**src/rtl/ekd_pkg.sv**
```systemverilog
// ----------------------------------------------------------------------------
// ekd_pkg
// types, key codes and decode helpers for the escape key decoder
// ----------------------------------------------------------------------------
package ekd_pkg;

  typedef enum logic [1:0] {
    PH_IDLE,
    PH_ESC,
    PH_SEQ,
    PH_DIGIT
  } phase_t;

  typedef enum logic [0:0] {
    CFG_ROWS = 1'b0,
    CFG_COLS = 1'b1
  } cfg_reg_t;

  localparam logic [7:0] ESC_BYTE   = 8'h1b;
  localparam logic [7:0] CTRL_MASK  = 8'h1f;
  localparam logic [7:0] CHR_BRACK  = 8'h5b;
  localparam logic [7:0] CHR_O      = 8'h4f;
  localparam logic [7:0] CHR_TILDE  = 8'h7e;
  localparam logic [7:0] CHR_Q      = 8'h71;
  localparam logic [7:0] CTRL_Q     = CHR_Q & CTRL_MASK;

  localparam logic [8:0] KEY_ESC    = 9'd27;
  localparam logic [8:0] KEY_LEFT   = 9'd256;
  localparam logic [8:0] KEY_RIGHT  = 9'd257;
  localparam logic [8:0] KEY_UP     = 9'd258;
  localparam logic [8:0] KEY_DOWN   = 9'd259;
  localparam logic [8:0] KEY_DEL    = 9'd260;
  localparam logic [8:0] KEY_HOME   = 9'd261;
  localparam logic [8:0] KEY_END    = 9'd262;
  localparam logic [8:0] KEY_PGUP   = 9'd263;
  localparam logic [8:0] KEY_PGDN   = 9'd264;

  localparam logic [9:0] ROWS_RESET = 10'd24;
  localparam logic [9:0] COLS_RESET = 10'd80;

  function automatic logic [8:0] letter_key(input logic [7:0] b, input logic arrows);
    logic [8:0] k;
    k = KEY_ESC;
    if (arrows && b == 8'h41) k = KEY_UP;
    else if (arrows && b == 8'h42) k = KEY_DOWN;
    else if (arrows && b == 8'h43) k = KEY_RIGHT;
    else if (arrows && b == 8'h44) k = KEY_LEFT;
    else if (b == 8'h48) k = KEY_HOME;
    else if (b == 8'h46) k = KEY_END;
    return k;
  endfunction

  function automatic logic [8:0] digit_key(input logic [7:0] d);
    logic [8:0] k;
    case (d)
      8'h31, 8'h37: k = KEY_HOME;
      8'h34, 8'h38: k = KEY_END;
      8'h33:        k = KEY_DEL;
      8'h35:        k = KEY_PGUP;
      8'h36:        k = KEY_PGDN;
      default:      k = KEY_ESC;
    endcase
    return k;
  endfunction

  function automatic logic [9:0] step_down(input logic [9:0] v, input logic [9:0] amt);
    return (v >= amt) ? v - amt : 10'd0;
  endfunction

  function automatic logic [9:0] step_up(input logic [9:0] v, input logic [9:0] amt,
                                         input logic [9:0] last);
    logic [10:0] n;
    n = {1'b0, v} + {1'b0, amt};
    if (v >= last) return v;
    return (n > {1'b0, last}) ? last : n[9:0];
  endfunction

endpackage

```
**src/rtl/escape_key_decoder_cursor_unit.sv**
```systemverilog
// ----------------------------------------------------------------------------
// escape_key_decoder_cursor_unit
// decodes terminal bytes and escape sequences into keys and tracks a cursor
// ----------------------------------------------------------------------------
// Input channel (in_valid/in_stall) carries one request per cycle unless
// stalled: a received byte or a read timeout. Bytes that belong to an escape
// sequence produce no result; a completed, unknown or timed-out sequence
// produces one key. Result channel (out_valid/out_stall) carries the key code,
// the cursor column and row after the key, and the control-Q quit flag.
// A request passes an input register, is decoded against the parser and
// cursor state combinationally and lands in the result register. One
// request per cycle is taken as long as the result register drains; the
// decode/cursor update is the single stage that sets this rate.
// When the receiver stalls, the result holds and the input register keeps
// taking requests that yield no result; a request that yields a result waits
// in the input register and in_stall rises.
// Screen size is written through the APB port (rows at 0x0, cols at 0x4).
// Reset empties both stages, sets the parser idle, the cursor to 0,0 and the
// screen to 24 rows by 80 columns.
// ----------------------------------------------------------------------------
module escape_key_decoder_cursor_unit (
  input  logic       clk,
  input  logic       rst_n,
  input  logic       in_valid,
  output logic       in_stall,
  input  logic       in_command,
  input  logic [7:0] in_in_byte,
  output logic       out_valid,
  input  logic       out_stall,
  output logic [8:0] out_key_code,
  output logic [9:0] out_cursor_col,
  output logic [9:0] out_cursor_row,
  output logic       out_quit,
  input  logic       psel,
  input  logic       penable,
  input  logic       pwrite,
  input  logic [2:0] paddr,
  input  logic [31:0] pwdata,
  output logic [31:0] prdata,
  output logic       pready
);
  import ekd_pkg::*;

  logic       s1_valid_r;
  logic       s1_cmd_r;
  logic [7:0] s1_byte_r;
  phase_t     phase_r, phase_nxt;
  logic [7:0] first_r, first_nxt;
  logic [7:0] digit_r, digit_nxt;
  logic [9:0] col_r, col_nxt;
  logic [9:0] row_r, row_nxt;
  logic [9:0] rows_r, cols_r;
  logic       out_valid_r;
  logic [8:0] key_r;
  logic [9:0] ocol_r, orow_r;
  logic       quit_r;

  logic       has_res;
  logic [8:0] key;
  logic [9:0] rows_eff, cols_eff;
  logic       out_free, s1_go;
  logic       cfg_wr;
  cfg_reg_t   cfg_sel;

  assign pready  = 1'b1;
  assign cfg_wr  = psel && penable && pwrite;
  assign cfg_sel = cfg_reg_t'(paddr[2]);
  assign prdata  = {22'd0, (cfg_sel == CFG_COLS) ? cols_r : rows_r};

  assign rows_eff = (rows_r == 10'd0) ? 10'd1 : rows_r;
  assign cols_eff = (cols_r == 10'd0) ? 10'd1 : cols_r;

  assign out_free = !out_valid_r || !out_stall;
  assign s1_go    = s1_valid_r && (!has_res || out_free);
  assign in_stall = s1_valid_r && !s1_go;

  always_comb begin
    phase_nxt = phase_r;
    first_nxt = first_r;
    digit_nxt = digit_r;
    col_nxt   = col_r;
    row_nxt   = row_r;
    has_res   = 1'b0;
    key       = KEY_ESC;
    case (phase_r)
      PH_ESC: begin
        if (s1_cmd_r) begin
          has_res = 1'b1;
        end else begin
          first_nxt = s1_byte_r;
          phase_nxt = PH_SEQ;
        end
      end
      PH_SEQ: begin
        if (s1_cmd_r) begin
          has_res = 1'b1;
        end else if (first_r == CHR_BRACK && s1_byte_r inside {[8'h30:8'h39]}) begin
          digit_nxt = s1_byte_r;
          phase_nxt = PH_DIGIT;
        end else begin
          has_res = 1'b1;
          if (first_r == CHR_BRACK) key = letter_key(s1_byte_r, 1'b1);
          else if (first_r == CHR_O) key = letter_key(s1_byte_r, 1'b0);
        end
      end
      PH_DIGIT: begin
        has_res = 1'b1;
        if (!s1_cmd_r && s1_byte_r == CHR_TILDE) key = digit_key(digit_r);
      end
      default: begin
        phase_nxt = PH_IDLE;
        if (!s1_cmd_r) begin
          if (s1_byte_r == ESC_BYTE) begin
            phase_nxt = PH_ESC;
          end else begin
            has_res = 1'b1;
            key     = {1'b0, s1_byte_r};
          end
        end
      end
    endcase
    if (has_res) begin
      phase_nxt = PH_IDLE;
      case (key)
        KEY_LEFT:  col_nxt = step_down(col_r, 10'd1);
        KEY_RIGHT: col_nxt = step_up(col_r, 10'd1, cols_eff - 10'd1);
        KEY_UP:    row_nxt = step_down(row_r, 10'd1);
        KEY_DOWN:  row_nxt = step_up(row_r, 10'd1, rows_eff - 10'd1);
        KEY_PGUP:  row_nxt = step_down(row_r, {2'd0, rows_eff[9:2]});
        KEY_PGDN:  row_nxt = step_up(row_r, {2'd0, rows_eff[9:2]}, rows_eff - 10'd1);
        KEY_HOME:  col_nxt = step_down(col_r, {2'd0, cols_eff[9:2]});
        KEY_END:   col_nxt = step_up(col_r, {2'd0, cols_eff[9:2]}, cols_eff - 10'd1);
        default: ;
      endcase
    end
  end

  always_ff @(posedge clk) begin
    if (!rst_n) begin
      rows_r <= ROWS_RESET;
      cols_r <= COLS_RESET;
    end else if (cfg_wr) begin
      if (cfg_sel == CFG_COLS) cols_r <= pwdata[9:0];
      else rows_r <= pwdata[9:0];
    end
  end

  always_ff @(posedge clk) begin
    if (!rst_n) begin
      s1_valid_r <= 1'b0;
    end else if (!in_stall) begin
      s1_valid_r <= in_valid;
    end
  end

  always_ff @(posedge clk) begin
    if (in_valid && !in_stall) begin
      s1_cmd_r  <= in_command;
      s1_byte_r <= in_in_byte;
    end
  end

  always_ff @(posedge clk) begin
    if (!rst_n) begin
      phase_r <= PH_IDLE;
      first_r <= 8'd0;
      digit_r <= 8'd0;
      col_r   <= 10'd0;
      row_r   <= 10'd0;
    end else if (s1_go) begin
      phase_r <= phase_nxt;
      first_r <= first_nxt;
      digit_r <= digit_nxt;
      col_r   <= col_nxt;
      row_r   <= row_nxt;
    end
  end

  always_ff @(posedge clk) begin
    if (!rst_n) begin
      out_valid_r <= 1'b0;
    end else if (out_free) begin
      out_valid_r <= s1_go && has_res;
    end
  end

  always_ff @(posedge clk) begin
    if (out_free && s1_go && has_res) begin
      key_r  <= key;
      ocol_r <= col_nxt;
      orow_r <= row_nxt;
      quit_r <= (key == {1'b0, CTRL_Q});
    end
  end

  assign out_valid      = out_valid_r;
  assign out_key_code   = key_r;
  assign out_cursor_col = ocol_r;
  assign out_cursor_row = orow_r;
  assign out_quit       = quit_r;

endmodule

```
**config.mk**
```make
export PLATFORM = sky130hd
export DESIGN_NAME = escape_key_decoder_cursor_unit
export DESIGN_NICKNAME = d
export VERILOG_FILES = /design/src/rtl/ekd_pkg.sv /design/src/rtl/escape_key_decoder_cursor_unit.sv
export SDC_FILE = /design/constraint.sdc
export NUM_CORES = 1
export LEC_CHECK = 0
export BUFFER_PORTS_ARGS = -buffer_cell sky130_fd_sc_hd__buf_2
export CORE_MARGIN = 3
export CORE_UTILIZATION = 43
export DETAILED_ROUTE_END_ITERATION = 6
export PLACE_DENSITY = 0.65
export SLEW_MARGIN = 15
export SYNTH_ARGS = -nofsm -noshare
export SYNTH_HDL_FRONTEND = slang
export SYNTH_SLANG_ARGS = --single-unit
```
**constraint.sdc**
```tcl
create_clock -name clk -period 7.3 [get_ports clk]
set_clock_uncertainty 0.2 [all_clocks]
set_input_delay 0.365 -clock clk [delete_from_list [all_inputs] [get_ports clk]]
set_output_delay 0.365 -clock clk [all_outputs]
set_load 0.02 [all_outputs]
```
Word-level counts from Yosys, hierarchy flattened
Cells that the tools add are included.

word-level totals
  flip-flop bits (word level) = 99
  bits of input ports = 51
  word-level logic and storage cells = 159

operators by class
  add/sub/neg operators = 10
  $lt $le $gt $ge = 12
  equality and inequality tests = 33
  multiplexer cells = 59
  bitwise logic cells = 2
  reductions and logical operators = 28

operators with widths
  operator                                                                              count
  10-bit two-way mux                                                                    19
  9-bit two-way mux                                                                     11
  10-bit case mux with 4 select lines                                                   2
  8-bit by 7-bit == test with 1-bit output, second input constant                       9
  9-bit == test, second input constant                                                  8
  8-bit by 6-bit == test with 1-bit output, second input constant                       7
  9-bit case mux with 5 select lines                                                    1
  11-bit by 10-bit greater-than comparator with 1-bit output                            4
  10-bit by 1-bit subtractor with 10-bit output, second input constant                  4
  9-bit case mux with 3 select lines                                                    1
  10-bit by 1-bit adder with 11-bit output, second input constant                       2
  10-bit by 8-bit adder with 11-bit output                                              2
  10-bit by 1-bit greater-or-equal comparator with 1-bit output, second input constant  2
  10-bit greater-or-equal comparator                                                    2
  10-bit by 8-bit greater-or-equal comparator with 1-bit output                         2
  10-bit zero test                                                                      2
  10-bit by 8-bit subtractor with 10-bit output                                         2
  1-bit two-way mux                                                                     17
  8-bit two-way mux                                                                     2
  1-bit logical AND                                                                     11
  9-bit by 5-bit == test with 1-bit output, second input constant                       1
  3-bit != test, second input constant                                                  3
  8-bit by 5-bit == test with 1-bit output, second input constant                       1
  8-bit by 6-bit greater-or-equal comparator with 1-bit output, second input constant   1
  15 further kinds                                                                      28

Longest topological paths before layout
  depth after elaboration = 17
  depth in mapped cells = 20

Least setup slack after synthesis
OpenSTA, ideal clock, no wires.

  path type = register to register
  start = reg rows_r[3]
  end = reg orow_r[1] (netlist: out_cursor_row[1]) (data pin)
  arrival = 4.532 ns
  required time = 6.821 ns
  slack = 2.289 ns
  stages on the path, launching flop included = 19
  path buffers = 1
  clock period less this slack = 5.011 ns
  path through = dfxtp_1 -> nor4_1 -> nand2_1 -> nor2_1 -> a31oi_1 -> ha_1 -> nand2b_1 -> nor2_1 -> xnor2_1 -> ha_1 -> a21o_1 -> a2111o_1 -> o31ai_1 -> clkbuf_1 -> nor2_1 -> a21oi_1 -> o22ai_1 -> a2111oi_0 -> a21oi_1

on the way
  longest elaborated chain between the ends = 10
  elaborated cells on any way between the ends = 21
  those cells by class = add/sub: 3; order compare: 4; mux: 13; reduce/logical: 1

RTL lines
  item                                           line                                                                          source
  start: declaration                             escape_key_decoder_cursor_unit.sv:52                                          logic [9:0] rows_r, cols_r;
  start signal: assignment                       escape_key_decoder_cursor_unit.sv:144                                         else rows_r <= pwdata[9:0];
  10-bit zero test                               escape_key_decoder_cursor_unit.sv:70                                          assign rows_eff = (rows_r == 10'd0) ? 10'd1 : rows_r;
  10-bit two-way mux *                           escape_key_decoder_cursor_unit.sv:70
  10-bit by 1-bit subtractor with 10-bit output  escape_key_decoder_cursor_unit.sv:128, escape_key_decoder_cursor_unit.sv:130
  10-bit greater-or-equal comparator             ekd_pkg.sv:74                                                                 if (v >= last) return v;
  1-bit two-way mux                              ekd_pkg.sv:74
  1-bit two-way mux                              escape_key_decoder_cursor_unit.sv:124                                         case (key)
  1-bit two-way mux                              escape_key_decoder_cursor_unit.sv:122                                         if (has_res) begin
  10-bit two-way mux                             ekd_pkg.sv:75                                                                 return (n > {1'b0, last}) ? last : n[9:0];
  10-bit case mux with 4 select lines *          escape_key_decoder_cursor_unit.sv:124
  10-bit two-way mux *                           escape_key_decoder_cursor_unit.sv:122
  net row_nxt[1]                                 escape_key_decoder_cursor_unit.sv:51                                          logic [9:0] row_r, row_nxt;
  end signal: assignment                         escape_key_decoder_cursor_unit.sv:191                                         orow_r <= row_nxt;
  end: declaration                               escape_key_decoder_cursor_unit.sv:55                                          logic [9:0] ocol_r, orow_r;

Mark *: on every way through the listed nets, which the timed path passes. The rest lies on a longest branch. The select of a mux whose other input is x is not followed.
A chain may end at the register's enable or synchronous reset.

Worst setup path in the final report
  start = reg cols_r[2]
  end = reg ocol_r[9] (netlist: out_cursor_col[9]) (data pin)

on the way
  longest elaborated chain between the ends = 10
  elaborated cells on any way between the ends = 21
  those cells by class = add/sub: 3; order compare: 4; mux: 13; reduce/logical: 1

RTL lines
  item                                           line                                                                          source
  start: declaration                             escape_key_decoder_cursor_unit.sv:52
  start signal: assignment                       escape_key_decoder_cursor_unit.sv:143                                         if (cfg_sel == CFG_COLS) cols_r <= pwdata[9:0];
  10-bit zero test                               escape_key_decoder_cursor_unit.sv:71                                          assign cols_eff = (cols_r == 10'd0) ? 10'd1 : cols_r;
  10-bit two-way mux *                           escape_key_decoder_cursor_unit.sv:71
  10-bit by 1-bit subtractor with 10-bit output  escape_key_decoder_cursor_unit.sv:126, escape_key_decoder_cursor_unit.sv:132
  10-bit greater-or-equal comparator             ekd_pkg.sv:74
  1-bit two-way mux                              ekd_pkg.sv:74
  1-bit two-way mux                              escape_key_decoder_cursor_unit.sv:124
  1-bit two-way mux                              escape_key_decoder_cursor_unit.sv:122
  10-bit two-way mux                             ekd_pkg.sv:75
  10-bit case mux with 4 select lines *          escape_key_decoder_cursor_unit.sv:124
  10-bit two-way mux *                           escape_key_decoder_cursor_unit.sv:122
  net col_nxt[9]                                 escape_key_decoder_cursor_unit.sv:50                                          logic [9:0] col_r, col_nxt;
  end signal: assignment                         escape_key_decoder_cursor_unit.sv:190                                         ocol_r <= col_nxt;
  end: declaration                               escape_key_decoder_cursor_unit.sv:55

Marked as above.

==> impl_metrics.ini <==
[route]
totalWireLength_mm = 31.0
drc = 0
antenna_left = 0
detail_route.vias_per_cell = 6.06
firstDrtPassIters = 6
routedWlPerCell_um = 18.7
via_count = 10011
dr.first_iter.drc_count = 893

[sta]
grt_setup_unrepaired = no
slew_headroom_pct = 26.4
tightestPinTransition_ns = 1.09
slew_viol_final = 0
post-route-period-util_pct = 81.1
setup-violations-final = 0
fin_crit_ns = 5.92
setup_tns_ns = 0
fmaxAchievable_mhz = 169
hold_violations = 0
setup_ws_ns = 1.38

[critical_path]
crit_chain = nor3_1 -> a41oi_1 -> ha_1 -> nand3b_1 -> or3_1 -> xnor2_1 -> ha_1 -> a21o_1 -> a21oi_1 -> nand2_1 -> o21ai_0 -> nand2_1 -> mux2i_1 -> a21oi_1 -> a2111oi_0 -> nor2_1
slowest_stage = a41oi_1
worstSetupEndpointType = flip-flop
critPathRequiredTime_ns = 7.18
crit_type = reg2reg
start_kind = flip-flop
crit_buf_inv = 0
path_max_fanout = 10
crit_arrival_ns = 5.80
cpLargestDelayFamily = compound AO/OA/AOI/OAI gates
slowest_delay_ns = 0.80

[yosys]
synth_commonest_cells = nand2_1, ha_1, a21oi_1, nor2_1, clkbuf_1
yosysMostFrequentCell = nand2_1
synth_top_area_share_pct = 12.7
synth_edf_count = 39
seq_area_frac_synth_pct = 23.2
syn_avg_cell_area_um2 = 7.75
ys_ff_latch = 99
synth_area_mm2 = 0.0102
yosysTopAreaCell = ha_1
synth_warnings = 0
async_reset_ff_share_pct = 0
netlist_instances = 1322
synth_area_leaders = ha_1, dfxtp_1, edfxtp_1
yosysUniqueCellTypes = 82
synth-main-ff-cell = dfxtp_1

[clock_network]
clk-insertion-delay-late_ns = 0.36
htree_levels = 3
cts_buffers = 9
cts.sinks = 99
cts_tree = built
clockBufferDepth = 2
root_buffer = clkbuf_16
clk_pin_slew_worst_paths_ns = 0.07

[floorplanning]
pin_count = 116
die_width_um = 160
design.die.area_mm2 = 0.0257
rows = 55
initial_core_util_pct = 44.4
chipHeight_um = 160
core_area_mm2 = 0.0231

[final_layout]
diodes = 0
post-route-util_pct = 47.8
stdcell_count = 1652
nets = 1493
area_growth_pct = 7.49
fillCellCount = 2296
seq_area_mm2 = 0.00237
drive_above_1_share_pct = 9.34
multiInputGateArea_mm2 = 0.00719

[placed_design]
dp_cells = 1627
place.gp.congestion = 0.928
dp_worst_setup_slack_ns = 1.47
io_buffers = 68
hpwlAfterDp_mm = 23.4

[global_route]
track_usage_pct = 23.2
antenna_found_initial = 0
grt_max_degree = 48
grt.overflow.total = 0
grt_pass1_wl_mm = 48.9
first_global_vias = 9227

[pwr]
finalPower_uw = 1230
leakagePower_uw = 0.00451
vdd_drop_max_uv = 83.0
power.density_mw_per_mm2 = 112

[flow_run]
cap_violations = 0

[worst_hold_path]
hp-class = in2reg

[outcome]
run_status = finished, final reports clean
flip-flops by register name (all words and copies together) (netlist names), 2 cells and up:
name	flops
digit_r	8
rows_r	10
phase_r	2
out_cursor_col	10
cols_r	10
row_r	10
col_r	10
s1_byte_r	8
out_key_code	9
out_cursor_row	10
first_r	8
placed cells by master (no fill, tap or decap), types with 39 or more instances in the layout:
master and instances:
a21oi_1 101, buf_2 68, dfxtp_1 60, edfxtp_1 39
ha_1 104, inv_1 71, nand2_1 118, nand3_1 40
nor2_1 98, nor3_1 44, o21ai_0 75, xnor2_1 39
power breakdown:
| part | switching (uW) | total [uW] | internal [uW] |
|---|---|---|---|
| Clock | 230 | 466 | 236 |
| Sequential | 13.6 | 597 | 583 |
| Combinational | 113 | 169 | 56.4 |
cells by family (layout without fill, tap and decap cells):
logic type,Yosys count,after routing,share of synthesized area (%)
AND/OR/NAND/NOR,471,471,23.7
AO/OA/AOI/OAI,380,380,24.7
buffers and inverters,180,176,7.51
adder cells (fa/ha/maj),108,108,13.5
flip-flops,99,99,23.2
XOR/XNOR,55,55,4.70
multiplexers,27,27,2.67
other,2,23,0.0733
worst paths after layout:
kind                            depth (start not counted)  slack [ns]        from                 to
worst max-delay path                                   16        1.38   cols_r[2]  out_cursor_col[9]
worst min-delay path                                    3        0.04    in_valid         s1_valid_r
worst max register to register                         16        1.38   cols_r[2]  out_cursor_col[9]
worst min register to register                          2        0.25  digit_r[5]         digit_r[5]
per-layer routing:
layer  global-route usage [%]  routed length (um)  vias to the layer above  part of all wire, %
met4                     8.60                 980                        0                  3.2
met2                     38.4               14300                      380                   46
met5                        0                   0                        -                    0
met3                     3.59                1910                       77                  6.2
met1                     30.7               13700                     4690                   44
li1                         -                   -                     4864                    -
area by class of cell:
class | count | share of cell area, %
clock buffer | 10 | 2.08
timing repair buffer | 88 | 4.66
clock inverter | 6 | 0.443
sequential | 99 | 21.5
inverter | 72 | 2.45
multi-input combinational | 1064 | 65.3
tap | 313 | 3.56
worst reg2reg max path: cells and delay by family (launching register included):
kind                     cells  cell delay [ns]
XOR/XNOR                     1             0.52
AND/OR/NAND/NOR              6             1.07
flip-flops                   1             0.56
AO/OA/AOI/OAI                6             2.36
adder cells (fa/ha/maj)      2             0.70
multiplexers                 1             0.23
through the flow:
stage | cell area (um^2) | hold WS, ns
4_1_cts | 11000 | 0.0294
3_3_place_gp | 10600 | 0.236
3_5_place_dp | 10600 | 0.240
2_1_floorplan | 10300 | 0.225
5_1_grt | 11000 | 0.0569
6_report | 11000 | 0.0364
timing repair:
action | CTS | global route
setup buffers | 0 | 0
gates resized for setup | 0 | 0
hold endpoints to repair | 9 | 0
hold buffers | 9 | 0
setup endpoints to repair | 0 | 0
Note: power is estimated with default switching activity, not from simulation.
